===== src/rtl/bsf_pkg.sv =====
package bsf_pkg;

   localparam int unsigned PACKET_BYTES = 64;
   localparam int unsigned FILL_W = 7;
   localparam logic [7:0] START_BYTE = 8'hEE;
   localparam int unsigned QUEUE_DEPTH = 2;

   typedef enum logic [1:0] {
      OP_BEGIN   = 2'd0,
      OP_PAYLOAD = 2'd1,
      OP_END     = 2'd2
   } op_type;

   // result slots of one request, emitted lowest bit first
   localparam int unsigned SLOT_END      = 0;
   localparam int unsigned SLOT_START    = 1;
   localparam int unsigned SLOT_CODE     = 2;
   localparam int unsigned SLOT_CODE_DUP = 3;
   localparam int unsigned SLOT_DATA     = 4;
   localparam int unsigned SLOT_DATA_DUP = 5;
   localparam int unsigned SLOTS         = 6;

   typedef logic [SLOTS-1:0] slot_mask_type;

   typedef struct packed {
      slot_mask_type slots;
      logic [7:0]    code;
      logic [7:0]    data;
   } desc_type;

endpackage


===== src/rtl/bsf_front.sv =====
module bsf_front
   import bsf_pkg::*;
(
   input  logic       clock,
   input  logic       reset,
   input  logic       csr_we,
   input  logic [7:0] csr_wdata,
   input  logic       accept,
   input  logic [1:0] operation,
   input  logic [7:0] command_code,
   input  logic [7:0] payload_byte,
   output logic       push,
   output desc_type   push_desc
);

   localparam logic [FILL_W:0] LIMIT = (FILL_W+1)'(PACKET_BYTES);

   logic [7:0]        cont_code_ff;
   logic [FILL_W-1:0] fill_ff, fill_in;
   logic              open_ff, open_in;
   logic [FILL_W:0]   sum;
   logic [FILL_W-1:0] need;
   logic [FILL_W-1:0] cont_len;
   logic              wants;

   always_comb begin
      need     = (payload_byte == START_BYTE) ? FILL_W'(2) : FILL_W'(1);
      cont_len = (cont_code_ff == START_BYTE) ? FILL_W'(3) : FILL_W'(2);
      sum      = {1'b0, fill_ff} + {1'b0, need};
      fill_in  = fill_ff;
      open_in  = open_ff;
      wants    = 1'b0;
      push_desc.slots = '0;
      push_desc.code  = command_code;
      push_desc.data  = payload_byte;
      case (op_type'(operation))
         OP_BEGIN: begin
            wants = 1'b1;
            push_desc.slots[SLOT_END]      = open_ff;
            push_desc.slots[SLOT_START]    = 1'b1;
            push_desc.slots[SLOT_CODE]     = 1'b1;
            push_desc.slots[SLOT_CODE_DUP] = (command_code == START_BYTE);
            fill_in = (command_code == START_BYTE) ? FILL_W'(3) : FILL_W'(2);
            open_in = 1'b1;
         end
         OP_PAYLOAD: begin
            if (open_ff) begin
               wants = 1'b1;
               push_desc.slots[SLOT_DATA]     = 1'b1;
               push_desc.slots[SLOT_DATA_DUP] = (payload_byte == START_BYTE);
               if (sum > LIMIT) begin
                  push_desc.code = cont_code_ff;
                  push_desc.slots[SLOT_END]      = 1'b1;
                  push_desc.slots[SLOT_START]    = 1'b1;
                  push_desc.slots[SLOT_CODE]     = 1'b1;
                  push_desc.slots[SLOT_CODE_DUP] = (cont_code_ff == START_BYTE);
                  fill_in = cont_len + need;
               end else begin
                  fill_in = sum[FILL_W-1:0];
               end
            end
         end
         OP_END: begin
            if (open_ff) begin
               wants = 1'b1;
               push_desc.slots[SLOT_END] = 1'b1;
               fill_in = '0;
               open_in = 1'b0;
            end
         end
         default: begin
            wants = 1'b0;
         end
      endcase
      push = accept & wants;
   end

   always_ff @(posedge clock) begin
      if (reset) begin
         cont_code_ff <= '0;
         fill_ff      <= '0;
         open_ff      <= 1'b0;
      end else begin
         if (csr_we) begin
            cont_code_ff <= csr_wdata;
         end
         if (accept) begin
            fill_ff <= fill_in;
            open_ff <= open_in;
         end
      end
   end

endmodule


===== src/rtl/bsf_queue.sv =====
module bsf_queue
   import bsf_pkg::*;
(
   input  logic     clock,
   input  logic     reset,
   input  logic     push,
   input  desc_type push_desc,
   input  logic     pop,
   output logic     full,
   output logic     not_empty,
   output desc_type head
);

   localparam int unsigned PTR_W = $clog2(QUEUE_DEPTH);

   desc_type         entry_ff [QUEUE_DEPTH];
   logic [PTR_W-1:0] wr_ptr_ff, rd_ptr_ff;
   logic [PTR_W:0]   count_ff;

   assign full      = (count_ff == (PTR_W+1)'(QUEUE_DEPTH));
   assign not_empty = (count_ff != '0);
   assign head      = entry_ff[rd_ptr_ff];

   always_ff @(posedge clock) begin
      if (push) begin
         entry_ff[wr_ptr_ff] <= push_desc;
      end
   end

   always_ff @(posedge clock) begin
      if (reset) begin
         wr_ptr_ff <= '0;
         rd_ptr_ff <= '0;
         count_ff  <= '0;
      end else begin
         if (push) begin
            wr_ptr_ff <= wr_ptr_ff + 1'b1;
         end
         if (pop) begin
            rd_ptr_ff <= rd_ptr_ff + 1'b1;
         end
         if (push && !pop) begin
            count_ff <= count_ff + 1'b1;
         end else if (pop && !push) begin
            count_ff <= count_ff - 1'b1;
         end
      end
   end

endmodule


===== src/rtl/bsf_back.sv =====
module bsf_back
   import bsf_pkg::*;
(
   input  logic       clock,
   input  logic       reset,
   input  logic       q_not_empty,
   input  desc_type   q_head,
   output logic       q_pop,
   output logic       rsp_tvalid,
   input  logic       rsp_tready,
   output logic [7:0] rsp_tdata,
   output logic       rsp_tuser,
   output logic       rsp_tlast
);

   slot_mask_type slots_ff, slots_in, sel, rest;
   logic [7:0]    code_ff, data_ff;
   logic          valid_ff, valid_in;
   logic [7:0]    byte_ff, byte_in;
   logic          end_ff, end_in;
   logic          last_ff, last_in;
   logic          adv;
   logic          load;

   always_comb begin
      adv  = !valid_ff || rsp_tready;
      sel  = slots_ff & (~slots_ff + 1'b1);
      rest = slots_ff & ~sel;
      load = (slots_ff == '0) || (adv && (rest == '0));
      q_pop = load && q_not_empty;

      valid_in = valid_ff;
      byte_in  = byte_ff;
      end_in   = end_ff;
      last_in  = last_ff;
      if (adv) begin
         valid_in = (slots_ff != '0);
         last_in  = (rest == '0);
         end_in   = sel[SLOT_END];
         if (sel[SLOT_START]) begin
            byte_in = START_BYTE;
         end else if (sel[SLOT_CODE] || sel[SLOT_CODE_DUP]) begin
            byte_in = code_ff;
         end else if (sel[SLOT_DATA] || sel[SLOT_DATA_DUP]) begin
            byte_in = data_ff;
         end else begin
            byte_in = '0;
         end
      end

      if (q_pop) begin
         slots_in = q_head.slots;
      end else if (adv) begin
         slots_in = rest;
      end else begin
         slots_in = slots_ff;
      end
   end

   always_ff @(posedge clock) begin
      if (reset) begin
         slots_ff <= '0;
         valid_ff <= 1'b0;
      end else begin
         slots_ff <= slots_in;
         valid_ff <= valid_in;
      end
   end

   always_ff @(posedge clock) begin
      if (q_pop) begin
         code_ff <= q_head.code;
         data_ff <= q_head.data;
      end
      byte_ff <= byte_in;
      end_ff  <= end_in;
      last_ff <= last_in;
   end

   assign rsp_tvalid = valid_ff;
   assign rsp_tdata  = byte_ff;
   assign rsp_tuser  = end_ff;
   assign rsp_tlast  = last_ff;

endmodule


===== src/rtl/byte_stuffing_packet_framer.sv =====
// Byte-stuffing packet framer.
// Request channel (req_*): one command step per request; tuser carries the
// operation (begin, payload byte, end), tdata the command code and payload byte.
// Result channel (rsp_*): one byte or packet-end marker per transfer; tuser high
// marks a packet end (tdata zero), tlast marks the final result of a request.
// csr_we/csr_wdata write the continuation code; the user must write it only
// while the block is idle, which the block does not enforce. Each request
// expands into 0 to 6 results. The front end tracks packet fill and emits a
// descriptor into a two-entry queue; the back end expands it at one result per
// cycle, while the receiver is ready, into an output register.
// Throughput: one request per cycle while the queue has room; sustained rate
// is set by the back end and the number of results each request expands into.
// Reset clears fill count, open-command flag, queue and continuation code.
// A stalled receiver holds the output register; the queue fills and then
// req_tready drops until the back end drains.
module byte_stuffing_packet_framer
   import bsf_pkg::*;
(
   input  logic        clock,
   input  logic        reset,
   input  logic        req_tvalid,
   output logic        req_tready,
   input  logic [15:0] req_tdata,   // [7:0] command_code, [15:8] payload_byte
   input  logic [1:0]  req_tuser,   // [1:0] operation
   output logic        rsp_tvalid,
   input  logic        rsp_tready,
   output logic [7:0]  rsp_tdata,   // [7:0] tx_byte
   output logic        rsp_tuser,   // [0] packet_end
   output logic        rsp_tlast,
   input  logic        csr_we,
   input  logic [7:0]  csr_wdata
);

   logic     accept;
   logic     push;
   desc_type push_desc;
   logic     q_full;
   logic     q_not_empty;
   logic     q_pop;
   desc_type q_head;

   assign req_tready = !q_full;
   assign accept     = req_tvalid && req_tready;

   bsf_front u_front (
      .clock        (clock),
      .reset        (reset),
      .csr_we       (csr_we),
      .csr_wdata    (csr_wdata),
      .accept       (accept),
      .operation    (req_tuser),
      .command_code (req_tdata[7:0]),
      .payload_byte (req_tdata[15:8]),
      .push         (push),
      .push_desc    (push_desc)
   );

   bsf_queue u_queue (
      .clock     (clock),
      .reset     (reset),
      .push      (push),
      .push_desc (push_desc),
      .pop       (q_pop),
      .full      (q_full),
      .not_empty (q_not_empty),
      .head      (q_head)
   );

   bsf_back u_back (
      .clock       (clock),
      .reset       (reset),
      .q_not_empty (q_not_empty),
      .q_head      (q_head),
      .q_pop       (q_pop),
      .rsp_tvalid  (rsp_tvalid),
      .rsp_tready  (rsp_tready),
      .rsp_tdata   (rsp_tdata),
      .rsp_tuser   (rsp_tuser),
      .rsp_tlast   (rsp_tlast)
   );

endmodule


===== config.mk =====
export PLATFORM = sky130hd
export DESIGN_NAME = byte_stuffing_packet_framer
export DESIGN_NICKNAME = d
export VERILOG_FILES = /design/src/rtl/bsf_pkg.sv /design/src/rtl/bsf_front.sv /design/src/rtl/bsf_queue.sv /design/src/rtl/bsf_back.sv /design/src/rtl/byte_stuffing_packet_framer.sv
export SDC_FILE = /design/constraint.sdc
export NUM_CORES = 1
export LEC_CHECK = 0
export ABC_AREA = 1
export BUFFER_PORTS_ARGS = -buffer_cell sky130_fd_sc_hd__buf_2
export CORE_ASPECT_RATIO = 0.9
export CORE_MARGIN = 2
export CORE_UTILIZATION = 46
export DETAILED_ROUTE_END_ITERATION = 16
export HOLD_SLACK_MARGIN = 0.08
export PLACE_DENSITY = 0.72
export SETUP_SLACK_MARGIN = 0.3
export SLEW_MARGIN = 40
export SYNTH_ARGS = -nofsm -noshare
export SYNTH_HDL_FRONTEND = slang
export SYNTH_SLANG_ARGS = --single-unit

===== constraint.sdc =====
create_clock -name clock -period 2.98 [get_ports clock]
set_input_delay 0.298 -clock clock [delete_from_list [all_inputs] [get_ports clock]]
set_output_delay 0.298 -clock clock [all_outputs]
set_load 0.01 [all_outputs]

; ---- Yosys cells after proc, flatten, opt, wreduce, memory -nomap -nowiden
; Memories as Yosys holds them, arrays and structs flattened. A register that Yosys moved wholly into a read port is not among the register bits.
; Index checks and enable logic that the tools add are counted.
[totals]
out_inout_bits = 12
mem_bits_ro = 0
inputBits = 31
ram_bits = 44
elab_cells = 86
latch_bits = 0
mem_count = 1
regBits = 53
[mem_list]
columns = memory, words, width, read_ports, rd_clocked_by_memory_dff, wr, line_no
row1 = u_queue.entry_ff, 2, 22, 1, 1, 1, bsf_queue.sv:16  ; desc_type entry_ff [QUEUE_DEPTH];
[classes]
shift = 0
div_mod_pow = 0
magnitude_cmp = 1
n_mux = 26
n_bitwise = 5
n_reduce_logical = 25
add_sub_neg = 7
n_eq_ne = 8
mul = 0
[op_table]
columns = operator, count
row1 = "8-bit equality test, second input constant", 3
row2 = 8-bit 2-to-1 mux, 3
row3 = 7-bit 2-to-1 mux, 3
row4 = 7-bit one-hot mux with 3 select lines, 1
row5 = 14-bit 2-to-1 mux, 1
row6 = 6-bit AND, 2
row7 = 6-bit logical NOT, 2
row8 = 12-bit 2-to-1 mux, 1
row9 = 6-bit 2-to-1 mux, 2
row10 = 6-bit NOT, 2
row11 = 7-bit by 7-bit adder with 8-bit output, 1
row12 = "8-bit by 7-bit greater-than comparator with 1-bit output, second input constant", 1
row13 = 2-bit 2-to-1 mux, 4
row14 = 2-bit nonzero test, 4
row15 = 7-bit adder, 1
row16 = 1-bit 2-to-1 mux, 7
row17 = "6-bit by 1-bit adder with 6-bit output, second input constant", 1
row18 = 3-bit one-hot mux with 2 select lines, 1
row19 = 6-bit nonzero test, 1
row20 = 1-bit logical AND, 5
row21 = "2-bit equality test, second input constant", 2
row22 = 1-bit logical NOT, 4
row23 = 1-bit logical OR, 4
row24 = "2-bit by 1-bit inequality test with 1-bit output, second input constant", 2
row25 = 12 further kinds, 14

; ---- Logic depth before layout (Yosys ltp)
; Gate-level depths: netlist of the first run.
[depth]
ltp_word = 12
mapped_depth = 20

; ---- Cells and area by module
; Synthesis of the first run repeated with hierarchy kept, for this count alone.
[hier_totals]
cells_unflattened = 447
area_unflattened_um2 = 4669.5
[by_module_without_submodules]
columns = module, n_inst, seq_area_each_um2, area_each_um2, cells_each
row1 = bsf_queue, 1, 1421.4, 1818.0, 101
row2 = bsf_front, 1, 320.3, 1461.4, 218
row3 = bsf_back, 1, 920.9, 1376.3, 125
row4 = byte_stuffing_packet_framer, 1, 0.0, 13.8, 3

; ---- Worst setup path before layout of the first run
; OpenSTA, ideal clock, no wires.
[synth_timing]
path_type = reg-to-reg
from = register u_queue.count_ff[0]
to = memory u_queue.entry_ff[1][0] (netlist bit), enable pin
setup_ps = 400
synth_period_minus_slack_ps = 2297
arrival_ps = 1897
path_stages_with_launch = 9
path_slack_ps = 683
cell_sequence = dfxtp_1 > inv_1 > nand2_1 > nand2_1 > nor2_1 > inv_1 > nor2_1 > inv_1 > nor2_1
[synth_via]
elab_chain_cells = 6
[synth_lines]
columns = element, line_no
row1 = start: declaration, bsf_queue.sv:18  ; logic [PTR_W:0] count_ff;
row2 = start signal: assignment, bsf_queue.sv:43  ; count_ff <= count_ff + 1'b1;
row3 = start signal: assignment, bsf_queue.sv:45  ; count_ff <= count_ff - 1'b1;
row4 = 2-bit equality test, bsf_queue.sv:20  ; assign full = (count_ff == (PTR_W+1)'(QUEUE_DEPTH));
row5 = 1-bit logical NOT, byte_stuffing_packet_framer.sv:42  ; assign req_tready = !q_full;
row6 = net req_tready, byte_stuffing_packet_framer.sv:22  ; output logic req_tready,
row7 = 1-bit logical AND, byte_stuffing_packet_framer.sv:43  ; assign accept = req_tvalid && req_tready;
row8 = 1-bit AND, bsf_front.sv:75  ; push = accept & wants;
row9 = net push, byte_stuffing_packet_framer.sv:35  ; logic push;
row10 = 1-bit 2-to-1 mux, bsf_queue.sv:25  ; if (push) begin
row11 = 1-bit 2-to-1 mux (implied by the code), bsf_queue.sv:26  ; entry_ff[wr_ptr_ff] <= push_desc;
row12 = end: declaration, bsf_queue.sv:16
; The timed path passes the listed nets, and every way through them passes these cells.

==> results of run 1 <==
==> layer usage <==
layer / up-vias / global-route usage, % / part of all wire (%)
met3: 12 / 3.84 / 3.9
met4: 0 / 5.59 / 1.2
met2: 79 / 27.6 / 47
met5: - / 0 / 0
met1: 1350 / 21.8 / 47
li1: 1508 / - / -
==> stage by stage <==
step,worst slack (ps),power (uW),area (um^2)
detailed placement,364,2820,4740
CTS,727,3560,4910
global route,481,3740,4910
floorplan,683,2530,4390
finish,709,3520,4910
global placement,424,2780,4740
==> path summary, 6_finish.rpt <==
check | from | end | slack [ps] | depth (start not counted)
worst max-delay path | u_front.fill_ff[1] | u_queue.entry_ff[1][13] | 710 | 16
worst min register to register | u_back.slots_ff[3] | u_back.slots_ff[3] | 480 | 2
worst max register to register | u_front.fill_ff[1] | u_queue.entry_ff[1][13] | 710 | 16
worst min-delay path | req_tdata[8] | u_queue.entry_ff[1][0] | 150 | 1
==> cells in the final DEF (no fill, tap or decap), types with 6 or more instances in the layout <==
| cell type | instances |
|---|---|
| o21ai_2 | 8 |
| buf_2 | 42 |
| clkbuf_8 | 9 |
| nand2_1 | 73 |
| o21ai_0 | 19 |
| inv_1 | 53 |
| nor2_1 | 20 |
| nand4_1 | 6 |
| dfxtp_1 | 28 |
| ha_1 | 9 |
| a21oi_1 | 28 |
| edfxtp_1 | 68 |
| mux2_2 | 17 |
| nand3_1 | 29 |
==> cell families (layout without fill, tap and decap cells) <==
family,count (synthesis),after routing
AOI/OAI and AO/OA,67,67
xor gates and xnor gates,1,1
adders and majority gates,9,9
buffers and inverters,62,117
DFF,96,96
muxes,17,17
and+or+nand+nor,158,158
==> flip-flops by register name (all words and copies together), names as in the netlist, named ones only <==
| name | flops |
|---|---|
| u_back.code_ff | 8 |
| u_front.fill_ff | 7 |
| u_back.rsp_tdata | 8 |
| u_front.open_ff | 1 |
| u_queue.entry_ff | 42 |
| u_queue.rd_ptr_ff | 1 |
| u_back.rsp_tlast | 1 |
| u_back.rsp_tuser | 1 |
| u_back.slots_ff | 6 |
| u_front.cont_code_ff | 8 |
| u_queue.count_ff | 2 |
| u_queue.wr_ptr_ff | 1 |
| u_back.rsp_tvalid | 1 |
| u_back.data_ff | 8 |
==> where the power goes <==
group | total [uW] | leakage (uW) | switching, uW | internal, uW
logic | 884 | 0.00106 | 550 | 334
clock network | 748 | 0.0000847 | 441 | 307
registers | 1890 | 0.000873 | 125 | 1770
total | 3520 | 0.00201 | 1120 | 2410
==> layout make-up <==
type	instances	area, um^2	share of cell area (%)
Timing Repair Buffer	47	248	5.05
Inverter	54	203	4.13
Multi-Input combinational cell	252	1530	31.2
Clock inverter	6	42.5	0.866
Tap cell	122	153	3.11
Clock buffer	10	128	2.60
Sequential cell	96	2600	53.0
==> results.toml, run 1 <==
[floorplanning]
die_x_um = 107
die_area_um2 = 10300
num_rows = 33
core_area_um2 = 9210
die_h_um = 96.7
io_pins = 43
start_util_pct = 47.7

[layout]
fin_nets = 500
area_growth_pct = 11.9
drive_above_1_share_pct = 23.9
finalNonFillerCells = 587
finish.utilization_pct = 53.3
antennaDiodeCount = 0
fillers = 791

[synthesis]
synth_compound_area_share_pct = 9.09
syn_area_um2 = 4390
synth_top_family_by_area = "simple AND/OR/NAND/NOR gates"
synth.most_common_cell = "nand2_1"
synth_cells = 410
synth_nets = 450
avgSynthCellArea_um2 = 10.7
ys_ff_latch = 96
yosysTopAreaCellShare_pct = 46.5
async_reset_ff_share_pct = 0
synth_fa_ha_area_share_pct = 2.57
synth-simple-area-share_pct = 18.7
yosys.area.top_type = "edfxtp_1"
yosys-top-cells-area = "edfxtp_1, dfxtp_1, nand2_1"
synth-edff-count = 68
synth-xor-area-share_pct = 0.200
synth_cell_types = 36
yosysWarningCount = 0
synthMuxAreaShare_pct = 4.36
synthTopCellsByCount = "nand2_1, edfxtp_1, inv_1"
ys_seq_area_share_pct = 59.3
synthFlopType = "edfxtp_1"

[timing]
period_share_pct = 76.2
setup_viol = 0
worst_slew_pin_slew_ps = 579
min_period_ps = 2270
max_freq_mhz = 440
fin_skew_ps = 13.0
hold_viol = 0
setup_tns_ps = 0
slew-limit-headroom_pct = 61.4
fin_hold_ws_ps = 147
timing.final.max_slew_violations = 0
rsz0062_at_grt = "no"

[clock_network]
postCtsSetupBuffers = 0
numCtsBuffers = 9
path_clk_slew_ps = 90
clockBufferDepth = 2
ctsResizeCount = 0
h-tree-depth = 3
clkLatencyLatePin_ps = 350
cts-root-buf = "clkbuf_8"
cts_tree = "built"
clock_sinks = 96
cts_hold_buf = 0

[placement]
placed_cells = 571
io_buffers = 42
place_hpwl_mm = 6.05
place_congestion = 0.936

[global_routing]
grt_max_degree = 26
grt_use_total_pct = 16.7
grt_overflow_total = 0
antenna_found_initial = 0
grt_pass1_wl_mm = 13.7
grt_pass1_vias = 2939

[setup_path]
path_cells = "inv_1 > nand2_4 > nand2_1 > inv_1 > ha_1 > inv_1 > nand2_4 > nand2_2 > nand2_2 > nand2_2 > nand2_2 > nor2_2 > nand2_4 > nand3_4 > nand2_1 > o21ai_2"
crit_required_ps = 3080
path_max_fanout = 18
arrival_ps = 2370
path_buf_inv = 3
cpMostUsedCell = "nand2_2"
cp-start-kind = "register"
critPathMaxStageDelay_ps = 440
cp-end-kind = "register"
path_class = "reg2reg"
cp_slowest_cell = "dfxtp_1"
cpLargestDelayFamily = "simple AND/OR/NAND/NOR gates"

[detailed_routing]
via_per_inst = 5.02
wl_mm = 8.02
antenna_left = 0
detail_route.iter0.violations = 143
drc_errors = 0
first_pass_iters = 5
dr_total_vias = 2949
post_drt_wl_per_cell_um = 13.7

[power_and_ir_drop]
peakVddDrop_v = 0.000269
cellLeakagePower_uw = 0.00201
power_density_nw_per_um2 = 718

[hold_path]
hp-class = "in2reg"

[status]
outcome = "finished, final reports clean"

[run]
cap_violations = 0
Note: power is estimated with default switching activity, not from simulation.
==> run 2, diff against run 1 <==
Settings changed: ABC_AREA 1 to 0, PLACE_DENSITY 0.72 to 0.74.
Clock period 2.98 ns to 1.97 ns, I/O delays scaled along.
==> run 2 against run 1 <==
The run now ends with setup timing left. Count of clock-buffer cells in the layout down 1. Worst setup slack worse by 1200 ps. Power is 72% higher. Synthesized cell count decreased by 24%. Critical path depth down 4. Global-route usage up 1.8 points. Clock power up 83%. Critical endpoint is now u_queue.entry_ff[0][15].
==> results.toml, run 2 <==
[setup_path]
reg2reg_from = "u_front.fill_ff[0]"
crit_cells = 12
cp_slowest_cell = "a2111oi_4"
path_max_fanout = 9
arrival_ps = 2540
cpLargestDelayFamily = "compound AO/OA/AOI/OAI gates"
r2r-end = "u_queue.entry_ff[0][15]"
reg2regPathDepth = 9
cp-start-kind = "input pin"
critPathMaxStageDelay_ps = 370
path_buf_inv = 2
endpoint = "u_queue.entry_ff[0][15]"
cpMostUsedCell = "ha_4"
crit_required_ps = 2090
r2r_slack_ps = -440
cp-end-kind = "register"
path_cells = "buf_2 > and4b_2 > nand2_8 > ha_4 > ha_4 > a31oi_4 > o2bb2ai_2 > a2111oi_4 > a31oi_2 > o21ai_2 > buf_12 > mux2_4"
crit_start = "req_tdata[8]"
path_class = "in2reg"

[layout]
final_cell_mix = "edfxtp_1, buf_4, buf_2"
largest_reg_flops = 42
regArea_um2 = 2620
fin_area_um2 = 5760
fillers = 665
multi_input_area_um2 = 1850
drive_above_1_share_pct = 48.5
largest-register = "u_queue.entry_ff"
area_growth_pct = 36.0
final_common_cell = "edfxtp_1"
fin_nets = 462
antennaDiodeCount = 0

[power_and_ir_drop]
peakVddDrop_v = 0.000447
swShare_pct = 29.0
p_comb_share_pct = 31.5
cellLeakagePower_uw = 0.00222
p_int_uw = 4310
seq_power_share_pct = 46.0
p_switching_uw = 1760
finalPower_uw = 6080
power_density_nw_per_um2 = 1050
p_clk_share_pct = 22.5

[floorplanning]
num_rows = 33
start_util_pct = 46.9
io_pins = 43
die_area_um2 = 10000
die_x_um = 105
core_area_um2 = 9040
die_h_um = 95.1

[hold_path]
hp-class = "in2reg"

[timing]
worst_slew_pin_slew_ps = 669
period_share_pct = 123
hold_viol = 0
min_period_ps = 2420
fin_skew_ps = 9.20
max_freq_mhz = 413
timing.final.max_slew_violations = 0
setup_viol = 51
slew-limit-headroom_pct = 55.4
rsz0062_at_grt = "yes"
final.setup.worst_slack_ps = -451

[global_routing]
grt_max_degree = 31
antenna_found_initial = 0
grt_pass1_vias = 2816
grt_overflow_total = 0
grt_pass1_wl_mm = 14.1
grt_use_total_pct = 18.5

[synthesis]
syn_area_um2 = 4240
ys_ff_latch = 96
yosys-top-cells-area = "edfxtp_1, dfxtp_1, mux2_2"
synth.most_common_cell = "edfxtp_1"
synthFlopType = "edfxtp_1"
yosys.area.top_type = "edfxtp_1"
yosysTopAreaCellShare_pct = 48.2
ys_seq_area_share_pct = 61.4
synthTopCellsByCount = "edfxtp_1, dfxtp_1, nor2_1"
yosysWarningCount = 0
synth_nets = 353
synth_cell_types = 62
avgSynthCellArea_um2 = 13.5
async_reset_ff_share_pct = 0
synth_cells = 313
synth-edff-count = 68

[detailed_routing]
post_drt_wl_per_cell_um = 16.7
antenna_left = 0
drt-met1-wl_mm = 3.95
dr_total_vias = 2877
wl_mm = 9.19
detail_route.iter0.violations = 113
dr_wl_met2_mm = 4.81
drc_errors = 0
first_pass_iters = 4
top_layer = "met4"
via_per_inst = 5.24
dr_wl_met3_um = 364

[placement]
io_buffers = 42
place_congestion = 0.879
place_area_um2 = 5080
place_hpwl_mm = 6.16
pre_cts_ws_ps = -986

[clock_network]
clkLatencyLatePin_ps = 360
cts-root-buf = "clkbuf_8"
cts_tree = "built"
h-tree-depth = 3
clockBufferDepth = 2
clock_sinks = 96
numCtsBuffers = 9
path_clk_slew_ps = 100

[status]
outcome = "complete, but fails checks"
failed_checks = "setup timing"

[run]
cap_violations = 0
==> run 2: cell types whose count changed after synthesis, moves of 6 or more <==
cell and delta:
o21ai_0 -13, nor2_1 +6, a21oi_1 -19, o21ai_2 -6, a221o_1 +6, nand2_1 -62
mux2_4 +7, or3_1 +6, inv_1 -44, nand3_1 -22, nor3_1 +6, xnor2_1 +6
mux2i_1 +8
==> run 2: metrics by stage <==
stage	setup TNS [ps]	util (%)	hold slack (ps)	std cells
2_1_floorplan	-16620	-	296	313
3_3_place_gp	-25880	56.2	439	510
3_5_place_dp	-28190	56.2	446	510
4_1_cts	-10080	62.2	91.4	544
5_1_grt	-15510	63.7	91.1	549
6_report	-11850	63.7	105	549
==> run 2: worst min-delay path by stage <==
| stage | startpoint | endpoint | cells past startpoint |
|---|---|---|---|
| after floorplan | req_tdata[8] | u_queue.entry_ff[0][0] | 0 |
| after global placement | csr_wdata[7] | u_front.cont_code_ff[7] | 3 |
| after detailed placement | csr_wdata[5] | u_front.cont_code_ff[5] | 3 |
| after CTS | req_tvalid | u_front.open_ff | 2 |
| after global routing | req_tdata[10] | u_queue.entry_ff[0][2] | 2 |
| final | req_tvalid | u_front.open_ff | 2 |
==> run 2: layout make-up <==
| cell class | instances | area share, % |
|---|---|---|
| clock buffer | 9 | 2.15 |
| clock inverter | 7 | 1.69 |
| inverter | 10 | 0.695 |
| multi-input combinational | 196 | 32.2 |
| sequential | 96 | 45.4 |
| tap | 122 | 2.65 |
| timing repair buffer | 109 | 15.3 |
==> run 2: power groups by stage <==
stage / Sequential, uW / Clock [uW] / Combinational [uW]
floorplan: 2840 / 0 / 906
global placement: 2800 / 0 / 1340
detailed placement: 2820 / 0 / 1370
CTS: 2780 / 1400 / 1720
global route: 2830 / 1480 / 2040
finish: 2790 / 1370 / 1910
==> run 2: cells by family after synthesis <==
family                   share of synthesized area (%)
flip-flops                                        61.4
multiplexers                                      10.2
adder cells (fa/ha/maj)                           2.89
XOR/XNOR                                          1.65
AND/OR/NAND/NOR                                   9.98
buffers and inverters                             2.45
AO/OA/AOI/OAI                                     11.4
==> run 2: timing repair <==
action	CTS	global route
cloned	2	2
hold buffers	7	0
setup endpoints to repair	55	84
endpoints found under the hold margin	8	0
resized for setup	31	16
pin swaps	14	10
buffers inserted	9	3
==> run 2: per-layer routing <==
layer / up-vias / global-route usage (%)
li1: 1418 / -
met3: 6 / 4.51
met4: 0 / 4.22
met2: 68 / 33.6
met1: 1385 / 22.5
met5: - / 0
==> run 3, diff against run 2 <==
==> constraint.sdc (replaced) <==
create_clock -name clock -period 1.97 [get_ports clock]
set_input_delay 0.0985 -clock clock [delete_from_list [all_inputs] [get_ports clock]]
set_output_delay 0.0985 -clock clock [all_outputs]
set_load 0.01 [all_outputs]
==> run 3 against run 2 <==
Wire length rose by 6.3%. Largest cell class unchanged. Utilization rose by 2.5 points. Combinational power barely moved. Sequential share of layout area fell by 1.8 points. Critical path depth fell by 3. Via count rose by 6.6%. The flow still finishes with violations (setup timing). Critical path type is now reg2reg.
==> results.toml, run 3 (synthesized netlist as in run 2, its figures left out) <==
[status]
outcome = "complete, but fails checks"
failed_checks = "setup timing"

[run]
cap_violations = 0

[detailed_routing]
via_per_inst = 5.39
antenna_left = 0
drc_errors = 0
drt-met1-wl_mm = 3.99
top_layer = "met4"
dr_wl_met2_mm = 5.17
dr_total_vias = 3068
detail_route.iter0.violations = 187
dr_wl_met3_um = 428
first_pass_iters = 4
wl_mm = 9.76
post_drt_wl_per_cell_um = 17.2

[global_routing]
antenna_found_initial = 0
grt_pass1_vias = 3057
grt_pass1_wl_mm = 14.9
grt_use_total_pct = 19.5
grt_overflow_total = 0
grt_max_degree = 31

[power_and_ir_drop]
cellLeakagePower_uw = 0.00230
seq_power_share_pct = 46.6
p_clk_share_pct = 21.0
power_density_nw_per_um2 = 994
p_switching_uw = 1770
finalPower_uw = 5950
p_int_uw = 4190
peakVddDrop_v = 0.000466
swShare_pct = 29.7
p_comb_share_pct = 32.4

[setup_path]
path_class = "reg2reg"
cp-start-kind = "register"
crit_start = "u_front.fill_ff[1]"
r2r_slack_ps = -480
path_max_fanout = 5
arrival_ps = 2570
cp_slowest_cell = "a2111oi_4"
critPathMaxStageDelay_ps = 360
cp-end-kind = "register"
path_cells = "xnor2_2 > ha_4 > or2_4 > a2111oi_4 > a31oi_2 > o21ai_2 > buf_4 > buf_12 > mux2_4"
crit_required_ps = 2090
reg2reg_from = "u_front.fill_ff[1]"

[floorplanning]
start_util_pct = 46.9
io_pins = 43
core_area_um2 = 9040
num_rows = 33
die_area_um2 = 10000
die_x_um = 105
die_h_um = 95.1

[clock_network]
clockBufferDepth = 2
clkLatencyLatePin_ps = 360
path_clk_slew_ps = 100
clock_sinks = 96
cts_tree = "built"
cts-root-buf = "clkbuf_8"
h-tree-depth = 3
numCtsBuffers = 9

[timing]
rsz0062_at_grt = "yes"
period_share_pct = 124
slew-limit-headroom_pct = 52.7
worst_slew_pin_slew_ps = 710
final.setup.worst_slack_ps = -481
min_period_ps = 2450
max_freq_mhz = 408
timing.final.max_slew_violations = 0
fin_skew_ps = 8.81
setup_viol = 53
hold_viol = 0

[layout]
largest-register = "u_queue.entry_ff"
regArea_um2 = 2610
fillers = 636
final_cell_mix = "edfxtp_1, buf_4, buf_2"
antennaDiodeCount = 0
final_common_cell = "edfxtp_1"
largest_reg_flops = 42
fin_nets = 482
multi_input_area_um2 = 1900
area_growth_pct = 41.3
drive_above_1_share_pct = 48.1

[placement]
place_congestion = 0.870
pre_cts_ws_ps = -856
io_buffers = 42
place_hpwl_mm = 6.08

[hold_path]
hp-start = "csr_we"
hp-class = "in2reg"
[run 3: cell types whose count changed in the layout (fill, tap and decap cells not counted), moves of 2 or more]
| cell | change |
|---|---|
| dlygate4sd3_1 | +18 |
| a31oi_1 | -3 |
| a31oi_2 | +3 |
| buf_4 | -2 |
| buf_6 | +2 |
| dfxtp_2 | +2 |
| dfxtp_4 | -2 |
| inv_8 | -2 |
| nor3_1 | -2 |
| xnor2_2 | +2 |
| xnor2_4 | -2 |
[run 3: through the flow]
stage               cell area, um^2  TNS [ps]  instances  util, %  hold slack (ps)
floorplan                      4420    -14050        313        -              197
global placement               5050    -21370        509     55.9              336
detailed placement             5050    -23500        509     55.9              339
CTS                            5780    -10260        561     64.0             82.0
global route                   5990    -18040        569     66.2              181
finish                         5990    -13790        569     66.2              182
[run 3: power by group through the flow]
| stage | Combinational, uW | Clock (uW) | Sequential, uW |
|---|---|---|---|
| 4_1_cts | 1730 | 1270 | 2760 |
| 3_5_place_dp | 1360 | 0 | 2800 |
| 6_report | 1930 | 1250 | 2770 |
| 2_1_floorplan | 905 | 0 | 2840 |
| 3_3_place_gp | 1330 | 0 | 2790 |
| 5_1_grt | 2060 | 1340 | 2810 |
[run 3: critical path, delay by kind of cell, from the launching register on]
family          cells  cell delay, ps
compound gates      3             660
xor+xnor            1             180
fa+ha+maj           1             230
buf+inv             2             250
flops               1             350
mux                 1             300
simple gates        1             230
[run 3: worst paths after layout]
path	end	depth (start not counted)
worst max register to register	u_queue.entry_ff[0][14]	9
worst min-delay path	u_front.cont_code_ff[1]	3
worst min register to register	u_front.fill_ff[5]	2
worst max-delay path	u_queue.entry_ff[0][14]	9
[run 3: layout make-up]
type | count | share of cell area [%]
clock buffer | 9 | 2.07
clock inverter | 7 | 1.30
inverter | 10 | 0.668
multi-input combinational | 197 | 31.8
sequential | 96 | 43.6
tap | 122 | 2.55
timing repair buffer | 128 | 18.0
[run 3: layer usage]
metal,vias to the layer above,GRT usage [%]
li1,1457,-
met1,1515,22.9
met2,80,35.2
met3,16,4.58
met4,0,7.11
met5,-,0
[run 3: what timing repair did]
| action | CTS | global route |
|---|---|---|
| pin swaps | 19 | 8 |
| endpoints found under the hold margin | 38 | 1 |
| setup endpoints to repair | 55 | 81 |
| gates cloned | 3 | 3 |
| hold buffers | 24 | 1 |
| resized for setup | 35 | 23 |
| buffers inserted | 9 | 4 |
